**src/sv/dpo_pkg.sv**
```systemverilog
// Shared types and constants for the deadband path-length odometer.
// No dependencies; every other file of the block imports this package.
`default_nettype none

package dpo_pkg;

	// Field widths
	localparam int POS_BITS   = 24;
	localparam int TOTAL_BITS = 32;
	localparam int MODE_BITS  = 2;
	localparam int THR_BITS   = 16;

	// Derived datapath widths
	localparam int SQ_BITS   = 2 * POS_BITS;
	localparam int SUM_BITS  = SQ_BITS + 2;
	localparam int ROOT_BITS = SUM_BITS / 2;
	localparam int CNT_BITS  = $clog2(ROOT_BITS);
	localparam int ACC_BITS  = ((TOTAL_BITS > ROOT_BITS) ? TOTAL_BITS : ROOT_BITS) + 1;
	localparam int CMP_BITS  = (ROOT_BITS > THR_BITS) ? ROOT_BITS : THR_BITS;

	// Queue between front and back (depth a power of two)
	localparam int Q_DEPTH    = 2;
	localparam int Q_PTR_BITS = $clog2(Q_DEPTH);

	// Configuration port
	localparam int                PADDR_BITS = 3;
	localparam int                PDATA_BITS = 32;
	localparam logic              REG_THRESHOLD = 1'b0;
	localparam logic [THR_BITS-1:0] THR_RESET = THR_BITS'(10);

	// Input mode codes
	localparam logic [MODE_BITS-1:0] MODE_POSE    = 2'd0;
	localparam logic [MODE_BITS-1:0] MODE_RELOC   = 2'd1;
	localparam logic [MODE_BITS-1:0] MODE_PUBLISH = 2'd2;

	typedef enum logic [1:0] {
		K_POSE,
		K_RELOC,
		K_PUBLISH
	} kind_t;

	typedef struct packed {
		kind_t                       kind;
		logic signed [POS_BITS-1:0]  x;
		logic signed [POS_BITS-1:0]  y;
		logic signed [POS_BITS-1:0]  z;
	} item_t;

	typedef struct packed {
		logic                 done;
		logic [ROOT_BITS-1:0] root;
	} sqrt_res_t;

endpackage

`default_nettype wire

```
**src/sv/dpo_front.sv**
```systemverilog
// Front end: accepts input items, classifies the mode and queues them.
// Depends on dpo_pkg.
`default_nettype none

module dpo_front import dpo_pkg::*; (
	input  wire logic                       clk,
	input  wire logic                       arst_n,
	input  wire logic                       in_valid,
	output logic                            in_ready,
	input  wire logic [MODE_BITS-1:0]       mode,
	input  wire logic signed [POS_BITS-1:0] pos_x,
	input  wire logic signed [POS_BITS-1:0] pos_y,
	input  wire logic signed [POS_BITS-1:0] pos_z,
	output logic                            q_valid,
	output item_t                           q_item,
	input  wire logic                       q_pop
);

	item_t                 mem_q [Q_DEPTH];
	logic [Q_PTR_BITS-1:0] wr_ptr_q;
	logic [Q_PTR_BITS-1:0] rd_ptr_q;
	logic [Q_PTR_BITS:0]   count_q;
	item_t                 cls_item;
	logic                  cls_keep;
	logic                  push;

	// Classify; drop the unused mode right here
	always_comb begin
		cls_item.x    = pos_x;
		cls_item.y    = pos_y;
		cls_item.z    = pos_z;
		cls_item.kind = K_POSE;
		cls_keep      = 1'b1;
		case (mode)
			MODE_POSE:    cls_item.kind = K_POSE;
			MODE_RELOC:   cls_item.kind = K_RELOC;
			MODE_PUBLISH: cls_item.kind = K_PUBLISH;
			default:      cls_keep = 1'b0;
		endcase
	end

	assign in_ready = (count_q != (Q_PTR_BITS+1)'(Q_DEPTH));
	assign push     = in_valid && in_ready && cls_keep;
	assign q_valid  = (count_q != '0);
	assign q_item   = mem_q[rd_ptr_q];

	always_ff @(posedge clk) begin
		if (push) begin
			mem_q[wr_ptr_q] <= cls_item;
		end
	end

	always_ff @(posedge clk or negedge arst_n) begin
		if (!arst_n) begin
			wr_ptr_q <= '0;
			rd_ptr_q <= '0;
			count_q  <= '0;
		end else begin
			if (push) begin
				wr_ptr_q <= wr_ptr_q + 1'b1;
			end
			if (q_pop) begin
				rd_ptr_q <= rd_ptr_q + 1'b1;
			end
			case ({push, q_pop})
				2'b10:   count_q <= count_q + 1'b1;
				2'b01:   count_q <= count_q - 1'b1;
				default: count_q <= count_q;
			endcase
		end
	end

endmodule

`default_nettype wire

```
**src/sv/dpo_isqrt.sv**
```systemverilog
// Iterative integer square root (floor), one result bit per cycle.
// Depends on dpo_pkg.
`default_nettype none

module dpo_isqrt import dpo_pkg::*; (
	input  wire logic                clk,
	input  wire logic                arst_n,
	input  wire logic                start,
	input  wire logic [SUM_BITS-1:0] operand,
	output sqrt_res_t                res
);

	logic [SUM_BITS-1:0]    n_q;
	logic [ROOT_BITS+1:0]   r_q;
	logic [ROOT_BITS-1:0]   q_q;
	logic [CNT_BITS-1:0]    cnt_q;
	logic                   busy_q;
	logic                   done_q;
	logic [ROOT_BITS+1:0]   r_shift;
	logic [ROOT_BITS+1:0]   trial;
	logic                   fits;

	// Bring down the next two bits and try a one in the next root position
	assign r_shift = {r_q[ROOT_BITS-1:0], n_q[SUM_BITS-1 -: 2]};
	assign trial   = {q_q, 2'b01};
	assign fits    = (r_shift >= trial);

	assign res.done = done_q;
	assign res.root = q_q;

	always_ff @(posedge clk) begin
		if (start) begin
			n_q <= operand;
			r_q <= '0;
			q_q <= '0;
		end else if (busy_q) begin
			n_q <= {n_q[SUM_BITS-3:0], 2'b00};
			r_q <= fits ? (r_shift - trial) : r_shift;
			q_q <= {q_q[ROOT_BITS-2:0], fits};
		end
	end

	always_ff @(posedge clk or negedge arst_n) begin
		if (!arst_n) begin
			cnt_q  <= '0;
			busy_q <= 1'b0;
			done_q <= 1'b0;
		end else begin
			done_q <= 1'b0;
			if (start) begin
				cnt_q  <= CNT_BITS'(ROOT_BITS - 1);
				busy_q <= 1'b1;
			end else if (busy_q) begin
				cnt_q <= cnt_q - 1'b1;
				if (cnt_q == '0) begin
					busy_q <= 1'b0;
					done_q <= 1'b1;
				end
			end
		end
	end

endmodule

`default_nettype wire

```
**src/sv/dpo_back.sv**
```systemverilog
// Back end: executes queued items, measures steps and keeps the total.
// Depends on dpo_pkg and dpo_isqrt.
`default_nettype none

module dpo_back import dpo_pkg::*; (
	input  wire logic                  clk,
	input  wire logic                  arst_n,
	input  wire logic                  q_valid,
	input  wire item_t                 q_item,
	output logic                       q_pop,
	input  wire logic [THR_BITS-1:0]   thr,
	output logic                       out_valid,
	input  wire logic                  out_ready,
	output logic [TOTAL_BITS-1:0]      travelled_mm
);

	typedef enum logic [1:0] {
		ST_IDLE,
		ST_MUL,
		ST_SUM,
		ST_ROOT
	} state_t;

	state_t                    state_q;
	logic                      started_q;
	logic                      pending_q;
	logic signed [POS_BITS-1:0] ref_x_q;
	logic signed [POS_BITS-1:0] ref_y_q;
	logic signed [POS_BITS-1:0] ref_z_q;
	logic [TOTAL_BITS-1:0]     total_q;
	logic                      out_valid_q;
	logic [TOTAL_BITS-1:0]     travelled_q;
	item_t                     new_s1;
	logic [POS_BITS-1:0]       dx_s1;
	logic [POS_BITS-1:0]       dy_s1;
	logic [POS_BITS-1:0]       dz_s1;
	logic [SQ_BITS-1:0]        sqx_s2;
	logic [SQ_BITS-1:0]        sqy_s2;
	logic [SQ_BITS-1:0]        sqz_s2;
	logic                      out_free;
	logic                      sq_start;
	logic [SUM_BITS-1:0]       sq_operand;
	sqrt_res_t                 sq_res;
	logic [ACC_BITS-1:0]       acc_sum;
	logic                      step_moves;

	function automatic logic [POS_BITS-1:0] abs_diff(
		input logic signed [POS_BITS-1:0] a,
		input logic signed [POS_BITS-1:0] b
	);
		logic signed [POS_BITS:0] d;
		d = {a[POS_BITS-1], a} - {b[POS_BITS-1], b};
		if (d[POS_BITS]) begin
			d = -d;
		end
		return d[POS_BITS-1:0];
	endfunction

	dpo_isqrt u_isqrt (
		.clk     (clk),
		.arst_n  (arst_n),
		.start   (sq_start),
		.operand (sq_operand),
		.res     (sq_res)
	);

	assign out_free   = !out_valid_q || out_ready;
	assign q_pop      = (state_q == ST_IDLE) && q_valid &&
	                    ((q_item.kind != K_PUBLISH) || !started_q || out_free);
	assign sq_start   = (state_q == ST_SUM);
	assign sq_operand = SUM_BITS'(sqx_s2) + SUM_BITS'(sqy_s2) + SUM_BITS'(sqz_s2);
	assign acc_sum    = ACC_BITS'(total_q) + ACC_BITS'(sq_res.root);
	assign step_moves = (CMP_BITS'(sq_res.root) > CMP_BITS'(thr));

	assign out_valid    = out_valid_q;
	assign travelled_mm = travelled_q;

	always_ff @(posedge clk) begin
		if (q_pop && (q_item.kind == K_POSE)) begin
			new_s1 <= q_item;
			dx_s1  <= abs_diff(q_item.x, ref_x_q);
			dy_s1  <= abs_diff(q_item.y, ref_y_q);
			dz_s1  <= abs_diff(q_item.z, ref_z_q);
		end
		if (state_q == ST_MUL) begin
			sqx_s2 <= dx_s1 * dx_s1;
			sqy_s2 <= dy_s1 * dy_s1;
			sqz_s2 <= dz_s1 * dz_s1;
		end
	end

	always_ff @(posedge clk or negedge arst_n) begin
		if (!arst_n) begin
			state_q     <= ST_IDLE;
			started_q   <= 1'b0;
			pending_q   <= 1'b0;
			ref_x_q     <= '0;
			ref_y_q     <= '0;
			ref_z_q     <= '0;
			total_q     <= '0;
			out_valid_q <= 1'b0;
			travelled_q <= '0;
		end else begin
			if (out_valid_q && out_ready) begin
				out_valid_q <= 1'b0;
			end
			case (state_q)
				ST_IDLE: begin
					if (q_pop) begin
						case (q_item.kind)
							K_RELOC: begin
								pending_q <= 1'b1;
								ref_x_q   <= q_item.x;
								ref_y_q   <= q_item.y;
								ref_z_q   <= q_item.z;
							end
							K_PUBLISH: begin
								if (started_q) begin
									out_valid_q <= 1'b1;
									travelled_q <= total_q;
									total_q     <= '0;
								end
							end
							K_POSE: begin
								if (!started_q || pending_q) begin
									// Take the pose as the new reference
									if (started_q) begin
										pending_q <= 1'b0;
									end
									started_q <= 1'b1;
									ref_x_q   <= q_item.x;
									ref_y_q   <= q_item.y;
									ref_z_q   <= q_item.z;
								end else begin
									state_q <= ST_MUL;
								end
							end
							default: begin
								state_q <= ST_IDLE;
							end
						endcase
					end
				end
				ST_MUL: begin
					state_q <= ST_SUM;
				end
				ST_SUM: begin
					state_q <= ST_ROOT;
				end
				ST_ROOT: begin
					if (sq_res.done) begin
						state_q <= ST_IDLE;
						if (step_moves) begin
							total_q <= (acc_sum[ACC_BITS-1:TOTAL_BITS] != '0) ?
							           '1 : acc_sum[TOTAL_BITS-1:0];
							ref_x_q <= new_s1.x;
							ref_y_q <= new_s1.y;
							ref_z_q <= new_s1.z;
						end
					end
				end
				default: begin
					state_q <= ST_IDLE;
				end
			endcase
		end
	end

	a_busy_started: assert property (@(posedge clk) disable iff (!arst_n)
		(state_q != ST_IDLE) |-> started_q && !pending_q)
		else $error("step measured before a reference was set");

	a_done_in_root: assert property (@(posedge clk) disable iff (!arst_n)
		sq_res.done |-> (state_q == ST_ROOT))
		else $error("square root finished outside its wait state");

	a_publish_slot: assert property (@(posedge clk) disable iff (!arst_n)
		(q_pop && (q_item.kind == K_PUBLISH) && started_q) |-> out_free)
		else $error("publish popped while the output register is full");

	a_total_hold: assert property (@(posedge clk) disable iff (!arst_n)
		((state_q == ST_ROOT) && !sq_res.done) |=> $stable(total_q))
		else $error("total changed while a step was being measured");

endmodule

`default_nettype wire

```
**src/sv/deadband_path_length_odometer_core.sv**
```systemverilog
// Top level of the deadband path-length odometer: APB register, front, back.
// Depends on dpo_pkg, dpo_front and dpo_back.
`default_nettype none

// Path-length odometer with a motion deadband. Each input item carries a mode
// (pose, relocalize with pose, publish tick) and a signed 3-D position in mm.
// The first pose, and the first pose after a relocalize, only set the
// reference point. Later poses measure floor(sqrt(dx^2+dy^2+dz^2)) to the
// reference; a step strictly above step_threshold_mm (APB byte address 0,
// reset 10) is added to a saturating 32-bit total and moves the reference.
// A publish tick, once a first pose has been seen, returns the total as one
// result item and clears it; every other item returns nothing. Mode 3 is
// accepted and dropped. The front accepts an item per cycle into a
// two-entry queue while it has room. The back handles a relocalize, a
// publish or a reference-setting pose without leaving its idle state. A
// pose that measures a step goes through abs difference, multiply, sum and
// the bit-serial square root (one iteration per root bit, then hand-back),
// which sets the sustained rate; no new item is popped until it is done. A
// publish waits in the queue while the previous result has not been taken.
module deadband_path_length_odometer_core import dpo_pkg::*; (
	input  wire logic                       clk,
	input  wire logic                       arst_n,
	input  wire logic                       psel,
	input  wire logic                       penable,
	input  wire logic                       pwrite,
	input  wire logic [PADDR_BITS-1:0]      paddr,
	input  wire logic [PDATA_BITS-1:0]      pwdata,
	output logic [PDATA_BITS-1:0]           prdata,
	output logic                            pready,
	input  wire logic                       in_valid,
	output logic                            in_ready,
	input  wire logic [MODE_BITS-1:0]       mode,
	input  wire logic signed [POS_BITS-1:0] pos_x,
	input  wire logic signed [POS_BITS-1:0] pos_y,
	input  wire logic signed [POS_BITS-1:0] pos_z,
	output logic                            out_valid,
	input  wire logic                       out_ready,
	output logic [TOTAL_BITS-1:0]           travelled_mm
);

	logic [THR_BITS-1:0] thr_q;
	logic                q_valid;
	item_t               q_item;
	logic                q_pop;
	logic                reg_idx;

	// Word index of the register; bit 2 selects the slot past the list
	assign reg_idx = paddr[2];
	assign pready  = 1'b1;

	always_comb begin
		case (reg_idx)
			REG_THRESHOLD: prdata = PDATA_BITS'(thr_q);
			default:       prdata = '0;
		endcase
	end

	// Write the threshold on the access phase; ignore other addresses
	always_ff @(posedge clk or negedge arst_n) begin
		if (!arst_n) begin
			thr_q <= THR_RESET;
		end else if (psel && penable && pwrite && pready && (reg_idx == REG_THRESHOLD)) begin
			thr_q <= pwdata[THR_BITS-1:0];
		end
	end

	// Accept and classify items, hold them in the queue
	dpo_front u_front (
		.clk      (clk),
		.arst_n   (arst_n),
		.in_valid (in_valid),
		.in_ready (in_ready),
		.mode     (mode),
		.pos_x    (pos_x),
		.pos_y    (pos_y),
		.pos_z    (pos_z),
		.q_valid  (q_valid),
		.q_item   (q_item),
		.q_pop    (q_pop)
	);

	// Execute queued items and drive the result register
	dpo_back u_back (
		.clk          (clk),
		.arst_n       (arst_n),
		.q_valid      (q_valid),
		.q_item       (q_item),
		.q_pop        (q_pop),
		.thr          (thr_q),
		.out_valid    (out_valid),
		.out_ready    (out_ready),
		.travelled_mm (travelled_mm)
	);

endmodule

`default_nettype wire

```
**config.mk**
```make
export PLATFORM = sky130hd
export DESIGN_NAME = deadband_path_length_odometer_core
export DESIGN_NICKNAME = d
export VERILOG_FILES = /design/src/sv/dpo_pkg.sv /design/src/sv/dpo_front.sv /design/src/sv/dpo_isqrt.sv /design/src/sv/dpo_back.sv /design/src/sv/deadband_path_length_odometer_core.sv
export SDC_FILE = /design/constraint.sdc
export NUM_CORES = 2
export LEC_CHECK = 0
export BUFFER_PORTS_ARGS = -buffer_cell sky130_fd_sc_hd__buf_4
export CELL_PAD_IN_SITES_DETAIL_PLACEMENT = 1
export CELL_PAD_IN_SITES_GLOBAL_PLACEMENT = 2
export CORE_ASPECT_RATIO = 2
export CORE_MARGIN = 2
export CORE_UTILIZATION = 35
export CTS_CLUSTER_DIAMETER = 30
export DETAILED_ROUTE_END_ITERATION = 16
export PLACE_DENSITY = 0.77
export SETUP_SLACK_MARGIN = 0.15
export SYNTH_ARGS = -nofsm -noshare
export SYNTH_HDL_FRONTEND = slang
export SYNTH_SLANG_ARGS = --single-unit
```
**constraint.sdc**
```tcl
create_clock -name clk -period 7.9 [get_ports clk]
set_clock_uncertainty 0.2 [all_clocks]
set_input_delay 0.395 -clock clk [delete_from_list [all_inputs] [get_ports clk]]
set_output_delay 0.395 -clock clk [all_outputs]
set_load 0.005 [all_outputs]
```
==> load_flow_metrics.sql <==
INSERT INTO impl_metrics (metric_group, metric, value, unit) VALUES
('floorplan', 'coreArea', '0.2469', 'mm²'),
('critical_path', 'crit_fanout', '4', ''),
('finish', 'finalNetCount', '11490', ''),
('clocking', 'clk_pin_slew_worst_paths', '0.05', 'ns'),
('critical_path', 'worst-setup-path-type', 'reg2reg', ''),
('finish', 'post_route_cells_drive_above_1_share', '12.53', '%'),
('critical_path', 'cp_slowest_cell', 'fa_1', ''),
('job', 'timing.max_cap.violations', '0', ''),
('floorplan', 'floorplan.rows', '258', ''),
('routing', 'drt_pre_antenna_iters', '5', ''),
('synth', 'post_synth_num_cell_types', '95', ''),
('routing', 'remaining_drc_errors', '0', ''),
('clocking', 'tritoncts', 'yes', ''),
('critical_path', 'crit-reg2reg-launch', 'u_back.dy_s1[12]$_DFFE_PP_', ''),
('synth', 'synth_sequential_area_ratio', '22.66', '%'),
('clocking', 'tritoncts.num_buffers', '145', ''),
('floorplan', 'i_o_pin_total', '183', ''),
('clocking', 'cts_buffer_depth', '4', ''),
('clocking', 'worst_skew_pair.late_latency', '0.82', 'ns'),
('routing', 'vias', '63720', ''),
('floorplan', 'die_w', '356.5', 'µm'),
('critical_path', 'crit_path_launch_type', 'register', ''),
('routing', 'drt_first_iter_violations', '2088', ''),
('placement', 'io_buffers', '147', ''),
('critical_path', 'worstReg2RegEnd', 'u_back.sqy_s2[47]$_DFFE_PN_', ''),
('sta', 'min_period', '7.631', 'ns'),
('grt', 'grt_util_all_layers', '21.09', '%'),
('outcome', 'status', 'finished, final reports clean', ''),
('placement', 'place_hpwl', '215400', 'µm'),
('critical_path', 'crit_path_max_incr_delay', '0.57', 'ns'),
('synth', 'number_of_synthesized_flops_with_an_enable_pin', '483', ''),
('routing', 'vias_per_cell', '5.018', ''),
('routing', 'drt-total-wl', '263500', 'µm'),
('sta', 'setup_viol_count_final', '0', ''),
('floorplan', 'initial_core_util', '35.22', '%'),
('grt', 'grt_pass1_vias', '75160', ''),
('synth', 'synthesis.instances', '8772', ''),
('clocking', 'cts.sinks', '701', ''),
('critical_path', 'r2r_slack', '0.27', 'ns'),
('synth', 'syn-cell-area', '0.08699', 'mm²'),
('hold_path', 'worstHoldEndpoint', 'u_front.wr_ptr_q$_DFFE_PN0P_', ''),
('critical_path', 'worstPathCellList', 'buf_6 -> and2_4 -> fa_1 -> inv_1 -> fa_2 -> inv_1 -> fa_1 -> fa_2 -> fa_1 -> fa_1 -> inv_1 -> fa_1 -> inv_1 -> ha_4 -> and3_4 -> and2_1 -> a221o_1 -> nor3b_4 -> a2bb2oi_4 -> a2111o_1 -> a41o_1 -> a311oi_2 -> o21bai_1 -> xnor2_1', ''),
('sta', 'setup_repair_after_global_routing_missed_its_margin', 'true', ''),
('critical_path', 'cp_data_required_time', '8.22', 'ns'),
('routing', 'antenna_left', '0', ''),
('hold_path', 'worstHoldPathCells', '3', ''),
('synth', 'asyncSetResetFlopFracSynth', '23.97', '%'),
('sta', 'hold_violations', '0', ''),
('clocking', 'cts-htree-levels', '4', ''),
('routing', 'drt-wirelength-per-cell', '20.75', 'µm'),
('placement', 'gp_congestion', '0.8876', ''),
('hold_path', 'hold_path_startpoint', 'in_valid', ''),
('finish', 'layout.core_utilization', '41.19', '%'),
('grt', 'number_of_antenna_violations_at_the_first_check_in_global_routing', '6', ''),
('grt', 'grt_pass1_wl', '412200', 'µm'),
('synth', 'ys.warnings.count', '0', ''),
('critical_path', 'cells_on_worst_reg2reg_path', '24', ''),
('synth', 'yosys_most_used_dff', 'edfxtp_1', ''),
('finish', 'area_growth_syn_to_layout', '16.94', '%'),
('sta', 'final.setup.tns', '0', 'ns'),
('clocking', 'clk_root_buffer_cell', 'clkbuf_16', ''),
('finish', 'layout_commonest_cell', 'inv_1', ''),
('finish', 'layout_common_cells', 'inv_1, fa_1, ha_1', ''),
('synth', 'ys_seq_elements', '701', ''),
('sta', 'timing.final.crit_share', '96.59', '%'),
('critical_path', 'most_frequent_cp_cell', 'fa_1', ''),
('floorplan', 'floorplan.die.height', '709.0', 'µm'),
('sta', 'timing.final.max_slew_violations', '0', ''),
('grt', 'grt_start_max_net_pins', '122', ''),
('synth', 'postSynthAreaPerCell', '9.916', 'µm²'),
('critical_path', 'timing.critical_path.arrival', '7.95', 'ns'),
('sta', 'actual_transition_at_the_worst_max_transition_pin', '1.253', 'ns'),
('critical_path', 'setup.worst_path.end_class', 'register', ''),
('floorplan', 'die_area', '0.2528', 'mm²'),
('sta', 'max_freq', '131.0', 'MHz'),
('sta', 'max_slew_margin', '14.27', '%'),
('hold_path', 'worstHoldPathType', 'in2reg', ''),
('grt', 'grt.overflow.total', '0', '');
==> synthesized netlist by cell type (16+ instances only) <==
master	number	area share [%]
a21oi_1	334	1.9
xnor2_1	248	2.5
o31ai_1	26	0.22
nor2_1	293	1.3
o21a_1	59	0.51
nand4_1	40	0.29
a211oi_1	60	0.52
inv_1	1973	8.5
a31oi_1	44	0.32
a21o_1	185	1.6
mux2_2	159	2.1
nor3_1	75	0.43
buf_4	17	0.15
edfxtp_1	483	17
nand3_1	78	0.45
nor4_1	16	0.12
nor3b_1	17	0.15
ha_1	769	11
o21ai_0	238	1.4
or2_2	20	0.14
nand2_1	732	3.2
xor2_1	132	1.3
nand2b_1	44	0.32
fa_1	1271	29
clkbuf_1	258	1.1
nor2b_1	61	0.44
and3_1	44	0.32
dfxtp_1	50	1.2
o21bai_1	48	0.41
a211o_1	22	0.22
and2_1	350	2.5
a221o_1	30	0.35
o211ai_1	27	0.23
or3_1	22	0.16
dfrtp_1	166	4.8
mux2i_1	128	1.5
==> repair_timing <==
action,CTS,global route
gates cloned,0,2
gates resized for setup,56,161
pin swaps,33,80
hold buffers,95,0
hold endpoints to repair,230,0
buffers inserted,59,40
setup endpoints to repair,27,33
==> how the worst max path moves through the flow <==
stage | depth (start not counted) | from | to | slack (ns)
floorplan | 27 | u_back.dy_s1[18]$_DFFE_PP_ | u_back.sqy_s2[43]$_DFFE_PN_ | 0.34
global placement | 24 | u_back.dx_s1[3]$_DFFE_PP_ | u_back.sqx_s2[43]$_DFFE_PN_ | -0.17
detailed placement | 24 | u_back.dx_s1[1]$_DFFE_PP_ | u_back.sqx_s2[43]$_DFFE_PN_ | -0.27
CTS | 26 | u_back.dx_s1[2]$_DFFE_PP_ | u_back.sqx_s2[43]$_DFFE_PN_ | 0.13
global route | 24 | u_back.dy_s1[12]$_DFFE_PP_ | u_back.sqy_s2[47]$_DFFE_PN_ | 0.07
finish | 24 | u_back.dy_s1[12]$_DFFE_PP_ | u_back.sqy_s2[47]$_DFFE_PN_ | 0.27
==> registers in the layout (all words and copies together) (netlist names), 2 cells and up <==
name and count:
u_back.travelled_mm 32, u_back.u_isqrt.cnt_q 5, u_back.u_isqrt.q_q 25, u_back.sqx_s2 47, u_back.state_q 2, u_back.ref_z_q 24
u_back.sqz_s2 47, u_back.new_s1 72, u_back.u_isqrt.r_q 25, u_back.total_q 32, u_back.u_isqrt.n_q 50, u_back.ref_x_q 24
u_back.dz_s1 24, thr_q 16, u_front.count_q 2, u_back.dx_s1 24, u_back.dy_s1 24, u_back.ref_y_q 24
u_back.sqy_s2 47, u_front.mem_q 148
==> cell families (layout without fill, tap and decap cells) <==
logic type                 Yosys count  in the layout  synth area share, %
buffers and inverters             2262           2921                9.844
adders and majority gates         2040           2040                40.31
and+or+nand+nor                   1860           1860                10.41
AOI/OAI and AO/OA                 1239           1239                9.393
DFF                                701            701                22.66
xor gates and xnor gates           381            381                3.845
muxes                              287            287                3.531
other                                2             19             0.008634
==> routing by layer <==
| metal | track usage [%] | wire length (µm) |
|---|---|---|
| met4 | 13.29 | 19310 |
| met2 | 44.01 | 156100 |
| met5 | 0 | 14 |
| met3 | 1.590 | 4934 |
| met1 | 18.77 | 83100 |
==> final cells by class <==
type	count	area [µm²]
tap	3250	4066
sequential	701	19720
fill	27540	145200
timing repair buffer	691	6192
clock buffer	168	3775
antenna	2	5.005
multi-input combinational	5824	59460
clock inverter	87	1090
inverter	1975	7420
==> per-stage QoR <==
stage / area (µm²) / hold slack, ns / std cells / setup slack (ns)
floorplan: 87040 / -0.1006 / 8787 / 0.3401
global placement: 94140 / 0.2243 / 12250 / -0.1685
CTS: 100700 / 0.04780 / 12650 / 0.1329
global route: 101700 / 0.05588 / 12700 / 0.06745
finish: 101700 / 0.04243 / 12700 / 0.2693
detailed placement: 94140 / 0.2207 / 12250 / -0.2669
==> critical path, delay by kind of cell (launching register included) <==
family,cells,cell delay [ns]
simple gates,4,0.76
xor+xnor,1,0.13
buf+inv,5,0.41
fa+ha+maj,8,3.82
compound gates,6,1.62
flops,1,0.43
Power is not shown: default switching activity piles up to over one toggle a cycle in this logic, so the estimate is an artifact.
